## src/design/cehs_pkg.sv

```systemverilog
`timescale 1ns / 1ps

package cehs_pkg;

    // Operation codes carried in the operation field.
    localparam logic OP_HIT = 1'b0;
    localparam logic OP_END = 1'b1;

    // Widths fixed by the input and output fields.
    localparam int TDC_BITS     = 5;
    localparam int WORD_BITS    = 8;
    localparam int HIT_TIME_BITS = 8;
    localparam int POS_BITS     = 7;
    localparam int CHAMBER_BITS = TDC_BITS - 2;
    localparam int INDEX_BITS   = 2;

    // Decoupling queue between the classifier and the hit store.
    localparam int QUEUE_DEPTH = 2;
    localparam int PTR_BITS    = $clog2(QUEUE_DEPTH);

    // One classified transaction as it travels through the queue.
    typedef struct packed {
        logic                     is_end;
        logic [CHAMBER_BITS-1:0]  chamber;
        logic                     axis;
        logic [POS_BITS-1:0]      position;
        logic [HIT_TIME_BITS-1:0] hit_time;
    } t_entry;

endpackage

```

## src/design/cehs_front.sv

```systemverilog
`timescale 1ns / 1ps

module cehs_front #(
    parameter int NUM_CHAMBERS     = 4,
    parameter int CHANNELS_PER_TDC = 64
) (
    input  logic                                i_operation,
    input  logic [cehs_pkg::TDC_BITS-1:0]       i_tdc_number,
    input  logic [cehs_pkg::WORD_BITS-1:0]      i_channel_word,
    input  logic [cehs_pkg::HIT_TIME_BITS-1:0]  i_hit_time,
    output logic                                o_keep,
    output cehs_pkg::t_entry                    o_entry
);
    import cehs_pkg::*;

    localparam logic [POS_BITS-1:0]   PAIR_STEP = POS_BITS'(CHANNELS_PER_TDC % (1 << POS_BITS));
    localparam logic [TDC_BITS:0]     MAX_TDC   = (TDC_BITS + 1)'(4 * NUM_CHAMBERS);

    logic [TDC_BITS-1:0] tdc_m1;
    logic                in_range;
    logic [POS_BITS-1:0] channel;

    always_comb begin
        tdc_m1   = i_tdc_number - TDC_BITS'(1);
        in_range = (i_tdc_number != '0) && ({1'b0, i_tdc_number} <= MAX_TDC);
        channel  = POS_BITS'(i_channel_word >> 2);

        // Hits from a TDC outside the installed chambers are dropped here.
        o_keep = (i_operation == OP_END) || in_range;

        o_entry.is_end   = (i_operation == OP_END);
        o_entry.chamber  = tdc_m1[TDC_BITS-1:2];
        o_entry.axis     = tdc_m1[1];
        o_entry.position = channel + (tdc_m1[0] ? PAIR_STEP : '0);
        o_entry.hit_time = i_hit_time;
    end

endmodule

```

## src/design/cehs_queue.sv

```systemverilog
`timescale 1ns / 1ps

module cehs_queue (
    input  logic             i_clk,
    input  logic             i_rst_n,
    input  logic             i_push,
    input  cehs_pkg::t_entry i_push_data,
    output logic             o_full,
    input  logic             i_pop,
    output logic             o_pop_valid,
    output cehs_pkg::t_entry o_pop_data
);
    import cehs_pkg::*;

    t_entry              r_mem [QUEUE_DEPTH];
    logic [PTR_BITS-1:0] r_wr_ptr;
    logic [PTR_BITS-1:0] r_rd_ptr;
    logic [PTR_BITS:0]   r_count;
    logic [PTR_BITS:0]   n_count;

    always_comb begin
        n_count = r_count;
        case ({i_push, i_pop})
            2'b10:   n_count = r_count + (PTR_BITS + 1)'(1);
            2'b01:   n_count = r_count - (PTR_BITS + 1)'(1);
            default: n_count = r_count;
        endcase
    end

    always_ff @(posedge i_clk) begin
        if (!i_rst_n) begin
            r_wr_ptr <= '0;
            r_rd_ptr <= '0;
            r_count  <= '0;
        end else begin
            if (i_push) begin
                r_wr_ptr <= r_wr_ptr + PTR_BITS'(1);
            end
            if (i_pop) begin
                r_rd_ptr <= r_rd_ptr + PTR_BITS'(1);
            end
            r_count <= n_count;
        end
    end

    always_ff @(posedge i_clk) begin
        if (i_push) begin
            r_mem[r_wr_ptr] <= i_push_data;
        end
    end

    assign o_full      = (r_count == (PTR_BITS + 1)'(QUEUE_DEPTH));
    assign o_pop_valid = (r_count != '0);
    assign o_pop_data  = r_mem[r_rd_ptr];

endmodule

```

## src/design/cehs_back.sv

```systemverilog
`timescale 1ns / 1ps

module cehs_back #(
    parameter int NUM_CHAMBERS = 4,
    parameter int TIME_BITS    = 8
) (
    input  logic                              i_clk,
    input  logic                              i_rst_n,
    input  logic                              i_head_valid,
    input  cehs_pkg::t_entry                  i_head,
    output logic                              o_pop,
    output logic                              o_out_valid,
    input  logic                              i_out_stall,
    output logic [cehs_pkg::INDEX_BITS-1:0]   o_chamber_index,
    output logic [cehs_pkg::POS_BITS-1:0]     o_x_position,
    output logic                              o_x_found,
    output logic [cehs_pkg::POS_BITS-1:0]     o_y_position,
    output logic                              o_y_found,
    output logic                              o_last_chamber
);
    import cehs_pkg::*;

    localparam int CH_BITS = (NUM_CHAMBERS > 1) ? $clog2(NUM_CHAMBERS) : 1;
    localparam logic [CH_BITS-1:0] LAST_ROW = CH_BITS'(NUM_CHAMBERS - 1);

    // One row per chamber, holding the x and y slots side by side.
    logic [TIME_BITS-1:0] r_x_time [NUM_CHAMBERS];
    logic [TIME_BITS-1:0] r_y_time [NUM_CHAMBERS];
    logic [POS_BITS-1:0]  r_x_pos  [NUM_CHAMBERS];
    logic [POS_BITS-1:0]  r_y_pos  [NUM_CHAMBERS];
    logic [NUM_CHAMBERS-1:0] r_x_vld;
    logic [NUM_CHAMBERS-1:0] r_y_vld;

    logic [CH_BITS-1:0] r_emit_row;
    logic               r_out_valid;

    logic [CH_BITS-1:0]   row;
    logic                 out_free;
    logic                 do_hit;
    logic                 do_emit;
    logic [TIME_BITS-1:0] new_time;
    logic [TIME_BITS-1:0] old_time;
    logic                 old_vld;
    logic                 take;
    logic [CH_BITS:0]     emit_ext;

    always_comb begin
        out_free = !r_out_valid || !i_out_stall;
        do_hit   = i_head_valid && !i_head.is_end;
        do_emit  = i_head_valid && i_head.is_end && out_free;
        row      = i_head.is_end ? r_emit_row : i_head.chamber[CH_BITS-1:0];
        new_time = TIME_BITS'(i_head.hit_time);
        old_time = i_head.axis ? r_y_time[row] : r_x_time[row];
        old_vld  = i_head.axis ? r_y_vld[row]  : r_x_vld[row];
        take     = do_hit && (!old_vld || (new_time < old_time));
        o_pop    = do_hit || (do_emit && (r_emit_row == LAST_ROW));
        emit_ext = {1'b0, r_emit_row};
    end

    always_ff @(posedge i_clk) begin
        if (!i_rst_n) begin
            r_x_vld     <= '0;
            r_y_vld     <= '0;
            r_emit_row  <= '0;
            r_out_valid <= 1'b0;
        end else begin
            if (take) begin
                if (i_head.axis) begin
                    r_y_vld[row] <= 1'b1;
                end else begin
                    r_x_vld[row] <= 1'b1;
                end
            end
            if (do_emit) begin
                r_x_vld[row] <= 1'b0;
                r_y_vld[row] <= 1'b0;
                r_emit_row   <= (r_emit_row == LAST_ROW) ? '0 : r_emit_row + CH_BITS'(1);
            end
            if (out_free) begin
                r_out_valid <= do_emit;
            end
        end
    end

    always_ff @(posedge i_clk) begin
        if (take) begin
            if (i_head.axis) begin
                r_y_time[row] <= new_time;
                r_y_pos[row]  <= i_head.position;
            end else begin
                r_x_time[row] <= new_time;
                r_x_pos[row]  <= i_head.position;
            end
        end
        if (do_emit) begin
            o_chamber_index <= INDEX_BITS'(emit_ext);
            o_x_position    <= r_x_vld[row] ? r_x_pos[row] : '0;
            o_x_found       <= r_x_vld[row];
            o_y_position    <= r_y_vld[row] ? r_y_pos[row] : '0;
            o_y_found       <= r_y_vld[row];
            o_last_chamber  <= (r_emit_row == LAST_ROW);
        end
    end

    assign o_out_valid = r_out_valid;

endmodule

```

## src/design/chamber_earliest_hit_select_top.sv

```systemverilog
`timescale 1ns / 1ps

// Earliest-hit selector for wire chambers.
// Input channel (i_in_valid / o_in_stall): one transaction is either a TDC hit
// (operation 0) or an end-of-event marker (operation 1). Hits from TDCs that
// do not belong to an installed chamber are discarded at the input.
// Output channel (o_out_valid / i_out_stall): each end-of-event marker yields
// one transaction per chamber, chamber 0 first, with o_last_chamber set on the
// final one. A position reads as zero when its found flag is clear.
// Input transactions are taken one per cycle while the queue is not full; each hit
// is a compare and update of one chamber row in the hit store. An end-of-event
// marker occupies the store until it has emitted one result per chamber.
// With an empty queue ahead of it, an accepted marker passes through the queue
// and then the result register before its first result appears at the output;
// the remaining results follow in chamber order.
// A two-entry queue separates the classifier from the hit store, so input
// transactions keep flowing while the output is stalled until the queue fills.
// When the receiver stalls, the result register holds its transaction and
// emission pauses. Synchronous reset clears the queue, the output valid and
// every slot's found flag; no clearing pass is needed.
module chamber_earliest_hit_select_top #(
    parameter int NUM_CHAMBERS     = 4,
    parameter int CHANNELS_PER_TDC = 64,
    parameter int TIME_BITS        = 8
) (
    input  logic                                i_clk,
    input  logic                                i_rst_n,
    input  logic                                i_in_valid,
    output logic                                o_in_stall,
    input  logic                                i_operation,
    input  logic [cehs_pkg::TDC_BITS-1:0]       i_tdc_number,
    input  logic [cehs_pkg::WORD_BITS-1:0]      i_channel_word,
    input  logic [cehs_pkg::HIT_TIME_BITS-1:0]  i_hit_time,
    output logic                                o_out_valid,
    input  logic                                i_out_stall,
    output logic [cehs_pkg::INDEX_BITS-1:0]     o_chamber_index,
    output logic [cehs_pkg::POS_BITS-1:0]       o_x_position,
    output logic                                o_x_found,
    output logic [cehs_pkg::POS_BITS-1:0]       o_y_position,
    output logic                                o_y_found,
    output logic                                o_last_chamber
);
    import cehs_pkg::*;

    logic   keep;
    logic   push;
    logic   full;
    logic   pop;
    logic   head_valid;
    t_entry entry;
    t_entry head;

    // The classifier is combinational; its decision is written to the queue
    // in the same cycle the transaction is accepted.
    cehs_front #(
        .NUM_CHAMBERS     (NUM_CHAMBERS),
        .CHANNELS_PER_TDC (CHANNELS_PER_TDC)
    ) u_front (
        .i_operation    (i_operation),
        .i_tdc_number   (i_tdc_number),
        .i_channel_word (i_channel_word),
        .i_hit_time     (i_hit_time),
        .o_keep         (keep),
        .o_entry        (entry)
    );

    assign o_in_stall = full;
    assign push       = i_in_valid && !full && keep;

    cehs_queue u_queue (
        .i_clk       (i_clk),
        .i_rst_n     (i_rst_n),
        .i_push      (push),
        .i_push_data (entry),
        .o_full      (full),
        .i_pop       (pop),
        .o_pop_valid (head_valid),
        .o_pop_data  (head)
    );

    // The back end owns the hit store and the result register.
    cehs_back #(
        .NUM_CHAMBERS (NUM_CHAMBERS),
        .TIME_BITS    (TIME_BITS)
    ) u_back (
        .i_clk           (i_clk),
        .i_rst_n         (i_rst_n),
        .i_head_valid    (head_valid),
        .i_head          (head),
        .o_pop           (pop),
        .o_out_valid     (o_out_valid),
        .i_out_stall     (i_out_stall),
        .o_chamber_index (o_chamber_index),
        .o_x_position    (o_x_position),
        .o_x_found       (o_x_found),
        .o_y_position    (o_y_position),
        .o_y_found       (o_y_found),
        .o_last_chamber  (o_last_chamber)
    );

endmodule
```

## config.mk

```make
export PLATFORM = sky130hd
export DESIGN_NAME = chamber_earliest_hit_select_top
export DESIGN_NICKNAME = d
export VERILOG_FILES = /design/src/design/cehs_pkg.sv /design/src/design/cehs_front.sv /design/src/design/cehs_queue.sv /design/src/design/cehs_back.sv /design/src/design/chamber_earliest_hit_select_top.sv
export SDC_FILE = /design/constraint.sdc
export NUM_CORES = 1
export LEC_CHECK = 0
export BUFFER_PORTS_ARGS = -buffer_cell sky130_fd_sc_hd__buf_4
export CORE_MARGIN = 1
export CORE_UTILIZATION = 29
export CTS_CLUSTER_SIZE = 40
export DETAILED_ROUTE_END_ITERATION = 10
export HOLD_SLACK_MARGIN = 0.05
export PLACE_DENSITY = 0.5
export SETUP_SLACK_MARGIN = 0.15
export SYNTH_ARGS = -nofsm -noshare
export SYNTH_HDL_FRONTEND = slang
export SYNTH_HIERARCHICAL = 1
export SYNTH_SLANG_ARGS = --single-unit
```

## constraint.sdc

```tcl
create_clock -name i_clk -period 6.8 [get_ports i_clk]
set_clock_uncertainty 0.2 [all_clocks]
set_input_delay 1.02 -clock i_clk [delete_from_list [all_inputs] [get_ports i_clk]]
set_output_delay 1.02 -clock i_clk [all_outputs]
set_load 0.005 [all_outputs]
```

* Word-level counts from Yosys, hierarchy flattened
Memory sizes are Yosys's and may differ from the RTL's. A register that Yosys moved wholly into a read port is not among the register bits.
Index checks and enable logic that the tools add are counted.
** Word-level totals
- Bits in writable memories :: 160
- Bits in registers :: 20
- Word-level logic and storage cells :: 89
- Output and inout bits :: 21
- Memories kept :: 5
** Memories
- u_queue.r_mem :: depth 2, width 20, read ports 1, clocked after memory_dff 1, wr ports 1, RTL line cehs_queue.sv:15 : t_entry r_mem [QUEUE_DEPTH];
- u_back.r_x_time :: depth 4, width 8, read ports 1, clocked after memory_dff 0, wr ports 1, RTL line cehs_back.sv:27 : logic [TIME_BITS-1:0] r_x_time [NUM_CHAMBERS];
- u_back.r_y_time :: depth 4, width 8, read ports 1, clocked after memory_dff 0, wr ports 1, RTL line cehs_back.sv:28 : logic [TIME_BITS-1:0] r_y_time [NUM_CHAMBERS];
- u_back.r_x_pos :: depth 4, width 7, read ports 1, clocked after memory_dff 1, wr ports 1, RTL line cehs_back.sv:29 : logic [POS_BITS-1:0] r_x_pos [NUM_CHAMBERS];
- u_back.r_y_pos :: depth 4, width 7, read ports 1, clocked after memory_dff 1, wr ports 1, RTL line cehs_back.sv:30 : logic [POS_BITS-1:0] r_y_pos [NUM_CHAMBERS];
** Operators by class
- Bitwise gates (word level) :: 5
- Equal/unequal tests :: 4
- Add/sub/neg operators :: 7
- Order comparisons :: 4
- Mux-type cells :: 30
- Reductions and logical operators :: 23
** Operator list (count)
- 2-to-1 mux 4 bit :: 8
- 2-to-1 mux 1 bit :: 14
- logical AND 1 bit :: 9
- AND 4 bit :: 2
- < comparator 8 bit :: 1
- 2-to-1 mux 8 bit :: 1
- OR 4 bit :: 2
- adder 6 x 7 -> 7 bit :: 1
- logical NOT 1 bit :: 7
- 2-to-1 mux 7 bit :: 1
- equality test 2 bit (second input constant) :: 3
- <= comparator 5 bit (second input constant) :: 1
- nonzero test 5 bit :: 1
- subtractor 5 x 1 -> 5 bit (second input constant) :: 1
- adder 2 x 1 -> 2 bit (second input constant) :: 2
- binary-select mux 1 bit (select 2 bit) :: 2
- logical OR 1 bit :: 4
- 2-to-1 mux 2 bit :: 2
- NOT 4 bit :: 1
- one-hot mux 2 bit (2 select lines) :: 1
- nonzero test 2 bit :: 2
- < comparator 2 x 3 -> 1 bit (second input constant) :: 1
- adder 1 bit (second input constant) :: 2
- demux 1 bit (select 2 bit) :: 1
- 3 further kinds :: 3

* Depth between registers and ports, before layout
- Depth after elaboration :: 11
- Mapped depth :: 16
- Mapped depth without buffers :: 12

* Cells and area by module
Netlist, hierarchy kept.
** Modules (own cells, without submodules)
- cehs_back :: times used 1, cells an instance 309, sequential area each 4394.2 um^2, area an instance 5967.0 um^2
- cehs_queue :: times used 1, cells an instance 84, sequential area each 1301.2 um^2, area an instance 1655.3 um^2
- cehs_front :: times used 1, cells an instance 29, sequential area each 0.0 um^2, area an instance 230.2 um^2
- chamber_earliest_hit_select_top :: times used 1, cells an instance 1, sequential area each 0.0 um^2, area an instance 8.8 um^2

* Worst setup path after synthesis
Ideal clock, no wire load.
- Path type :: register to register
- From :: reg with a tool-made name
- To :: mem u_back.r_y_pos[0][0] (enable)
- Stages on the path, launching flop included :: 16
- Setup slack :: 1.983 ns
- Data arrival time :: 4.230 ns
- Library setup time :: 0.386 ns
- Clock period less this slack :: 4.817 ns
- Cell sequence :: dfxtp_1 > buf_2 > mux2_2 > buf_4 > a21oi_2 > buf_6 > buf_6 > mux4_2 > mux2i_1 > ha_1 > a21o_1 > a21o_1 > a211o_1 > a31oi_2 > o2111ai_4 > nor2_1
** RTL lines (RTL line)
- end: declaration :: cehs_back.sv:30

==> results.toml <==
[global_route]
grt_max_degree = 22
grt_pass1_wl_um = 22270
grtUsageTotal = 0.1101
grt_pass1_vias = 3886
antenna_found_initial = 0
grt_overflow_total = 0

[placement]
gp_congestion = 0.7421
port_buffers = 44
hpwl_um = 9455

[layout]
n_fill_cell = 2520
layout_common_cells = "177 x edfxtp_1, 63 x buf_4, 30 x mux4_2"
layout.nets = 509
syn2layout_area_growth_pct = 16.20
drive_above_1_share = 0.3196
finish.utilization = 0.3454
layout_commonest_cell = "edfxtp_1"
antenna_cells = 0

[clock_tree]
cts_resized = 0
clk_pin_slew_ns = 0.07
root_buffer = "clkbuf_16"
cts_buffers = 17
cts_setup_buffers = 0
ctsHoldBuffers = 0
insertion_delay_ns = 0.43
clock-sinks = 193
cts_tree = "done"
clockBufferDepth = 2
htree_levels = 4

[timing]
min_period_ns = 5.354
finalSetupViolCount = 0
worst_pin_slew_ns = 0.8661
fin_crit_sh = 0.7873
drv_slew = 0
fmax_mhz = 186.8
slew-limit-headroom = 0.4220
rsz0062_at_grt = "no"
hold_viol_final = 0
fin_tns_setup_ns = 0

[yosys]
synth_area_per_cell_um2 = 18.59
syn-num-nets = 455
synth_warnings = 6
syn_area_um2 = 7769
syn_inst = 418

[hold_path]
hp-start = "u_back/r_y_vld[3]"
hold-path-endpoint = "u_back/r_y_vld[3]"
hold_path_class = "reg -> reg"
hold_depth = 2

[setup_path]
crit_path_max_fanout = 18
rr_worst_depth = 15
start_kind = "flop"
cp.arrival_ns = 5.27
required_ns = 6.72
r2r_setup_slack_ns = 1.45
cp_slowest_stage_delay_ns = 0.69
endpoint_kind = "flop"
cpMaxStageDelayCell = "dfxtp_1"
critPathKind = "reg -> reg"
cp_cell_sequence = "mux2_2, nor2b_1, a21oi_2, buf_4, buf_4, mux4_2, mux2i_1, ha_1, nand4_1, nor2_1, a211o_1, a31oi_2, o21ai_2, nor2_1, buf_4"
timing.rr.end = "u_back/r_x_pos[3][6]"
crit_path_frequent_cell = "buf_4"

[floorplan]
fp-row-count = 59
fp.dieArea_um2 = 27450
die_y_um = 165.7
core_area_um2 = 26130
io_pins = 47
die_w_um = 165.7
start_util = 0.2973

[outcome]
violations = "design-rule violations"
status = "finished, violations left"

[route]
routed_wirelength_um = 14420
num_vias = 3683
routedWlPerCell_um = 17.59
ant_nets = 0
drt-vias-per-instance = 4.491
firstDrtPassIters = 9
drc_errors = 6
drt_iter0_markers = 196

[power_and_ir_drop]
p_sw_w = 0.0009929
p_total_w = 0.003442
p_leak_nw = 3.047
ir_drop_uv = 135.1
p_clk_frac = 0.274
swShare = 0.2885
pwr-share-seq = 0.459
combPwrFrac = 0.266
p_int_w = 0.002449
power.density_nw_per_um2 = 381.3

[run]
max-cap-violations = 0
[worst max-delay path: cells and delay by family (launching register included)]
family	cells	cell delay [ns]
AOI/OAI and AO/OA	4	1.25
muxes	3	1.04
buffers and inverters	3	0.81
and+or+nand+nor	4	0.75
DFF	1	0.69
adders and majority gates	1	0.26
[registers in the layout (all words and copies together), names as in the netlist, named ones only]
signal and cells:
u_back/o_x_position 7, u_back/r_emit_row 2, u_back/o_last_chamber 1, u_back/r_y_time 32, u_back/o_y_position 7, u_back/r_y_pos 28
u_back/r_x_time 32, u_queue/r_wr_ptr 1, u_queue/r_rd_ptr 1, u_back/o_chamber_index 2, u_back/o_y_found 1, u_back/r_x_vld 4
u_back/r_y_vld 4, u_queue/r_count 2, u_back/o_x_found 1, u_back/o_out_valid 1, u_back/r_x_pos 28, u_queue/r_mem 38
[layer usage]
metal / global-route usage / wire (um)
met1: 0.1343 / 6412
met2: 0.1892 / 7444
met3: 0.02605 / 391
met4: 0.04145 / 171
met5: 0 / 0
[through the flow]
step / worst slack (ns) / cells / cell area [um2] / hold WS (ns)
finish: 1.446 / 820 / 9027 / 0.2528
global route: 1.075 / 820 / 9027 / 0.2646
CTS: 1.281 / 820 / 9027 / 0.2555
detailed placement: 1.294 / 788 / 8469 / 0.2457
global placement: 1.279 / 788 / 8469 / 0.2345
floorplan: 1.997 / 418 / 7769 / 0.2198
[layout make-up]
class	count	area [um2]	share of cell area
Tap cell	335	419.2	0.04643
Clock inverter	15	132.6	0.01469
Inverter	8	31.28	0.003465
Clock buffer	17	425.4	0.04712
Multi-Input combinational cell	189	1911	0.2116
Timing Repair Buffer	63	473.0	0.05239
Sequential cell	193	5635	0.6243
[power by group through the flow]
stage	Combinational [W]	Clock (W)	Sequential [W]
finish	0.000916	0.000944	0.00158
global route	0.00101	0.00101	0.00160
CTS	0.000944	0.000976	0.00159
detailed placement	0.000939	0	0.00161
global placement	0.000925	0	0.00160
floorplan	0.000682	0	0.00158
[worst max path at each step]
stage,startpoint,to,cells past startpoint
2_1_floorplan,flop,u_back/r_y_pos[0][0],15
3_3_place_gp,flop,u_back/r_x_pos[3][6],13
3_5_place_dp,flop,u_back/r_x_pos[3][6],13
4_1_cts,flop,u_back/r_x_time[3][1],13
5_1_grt,flop,u_back/r_x_time[3][1],14
6_report,flop,u_back/r_x_pos[3][6],15
Note: power is estimated with default switching activity, not from simulation.
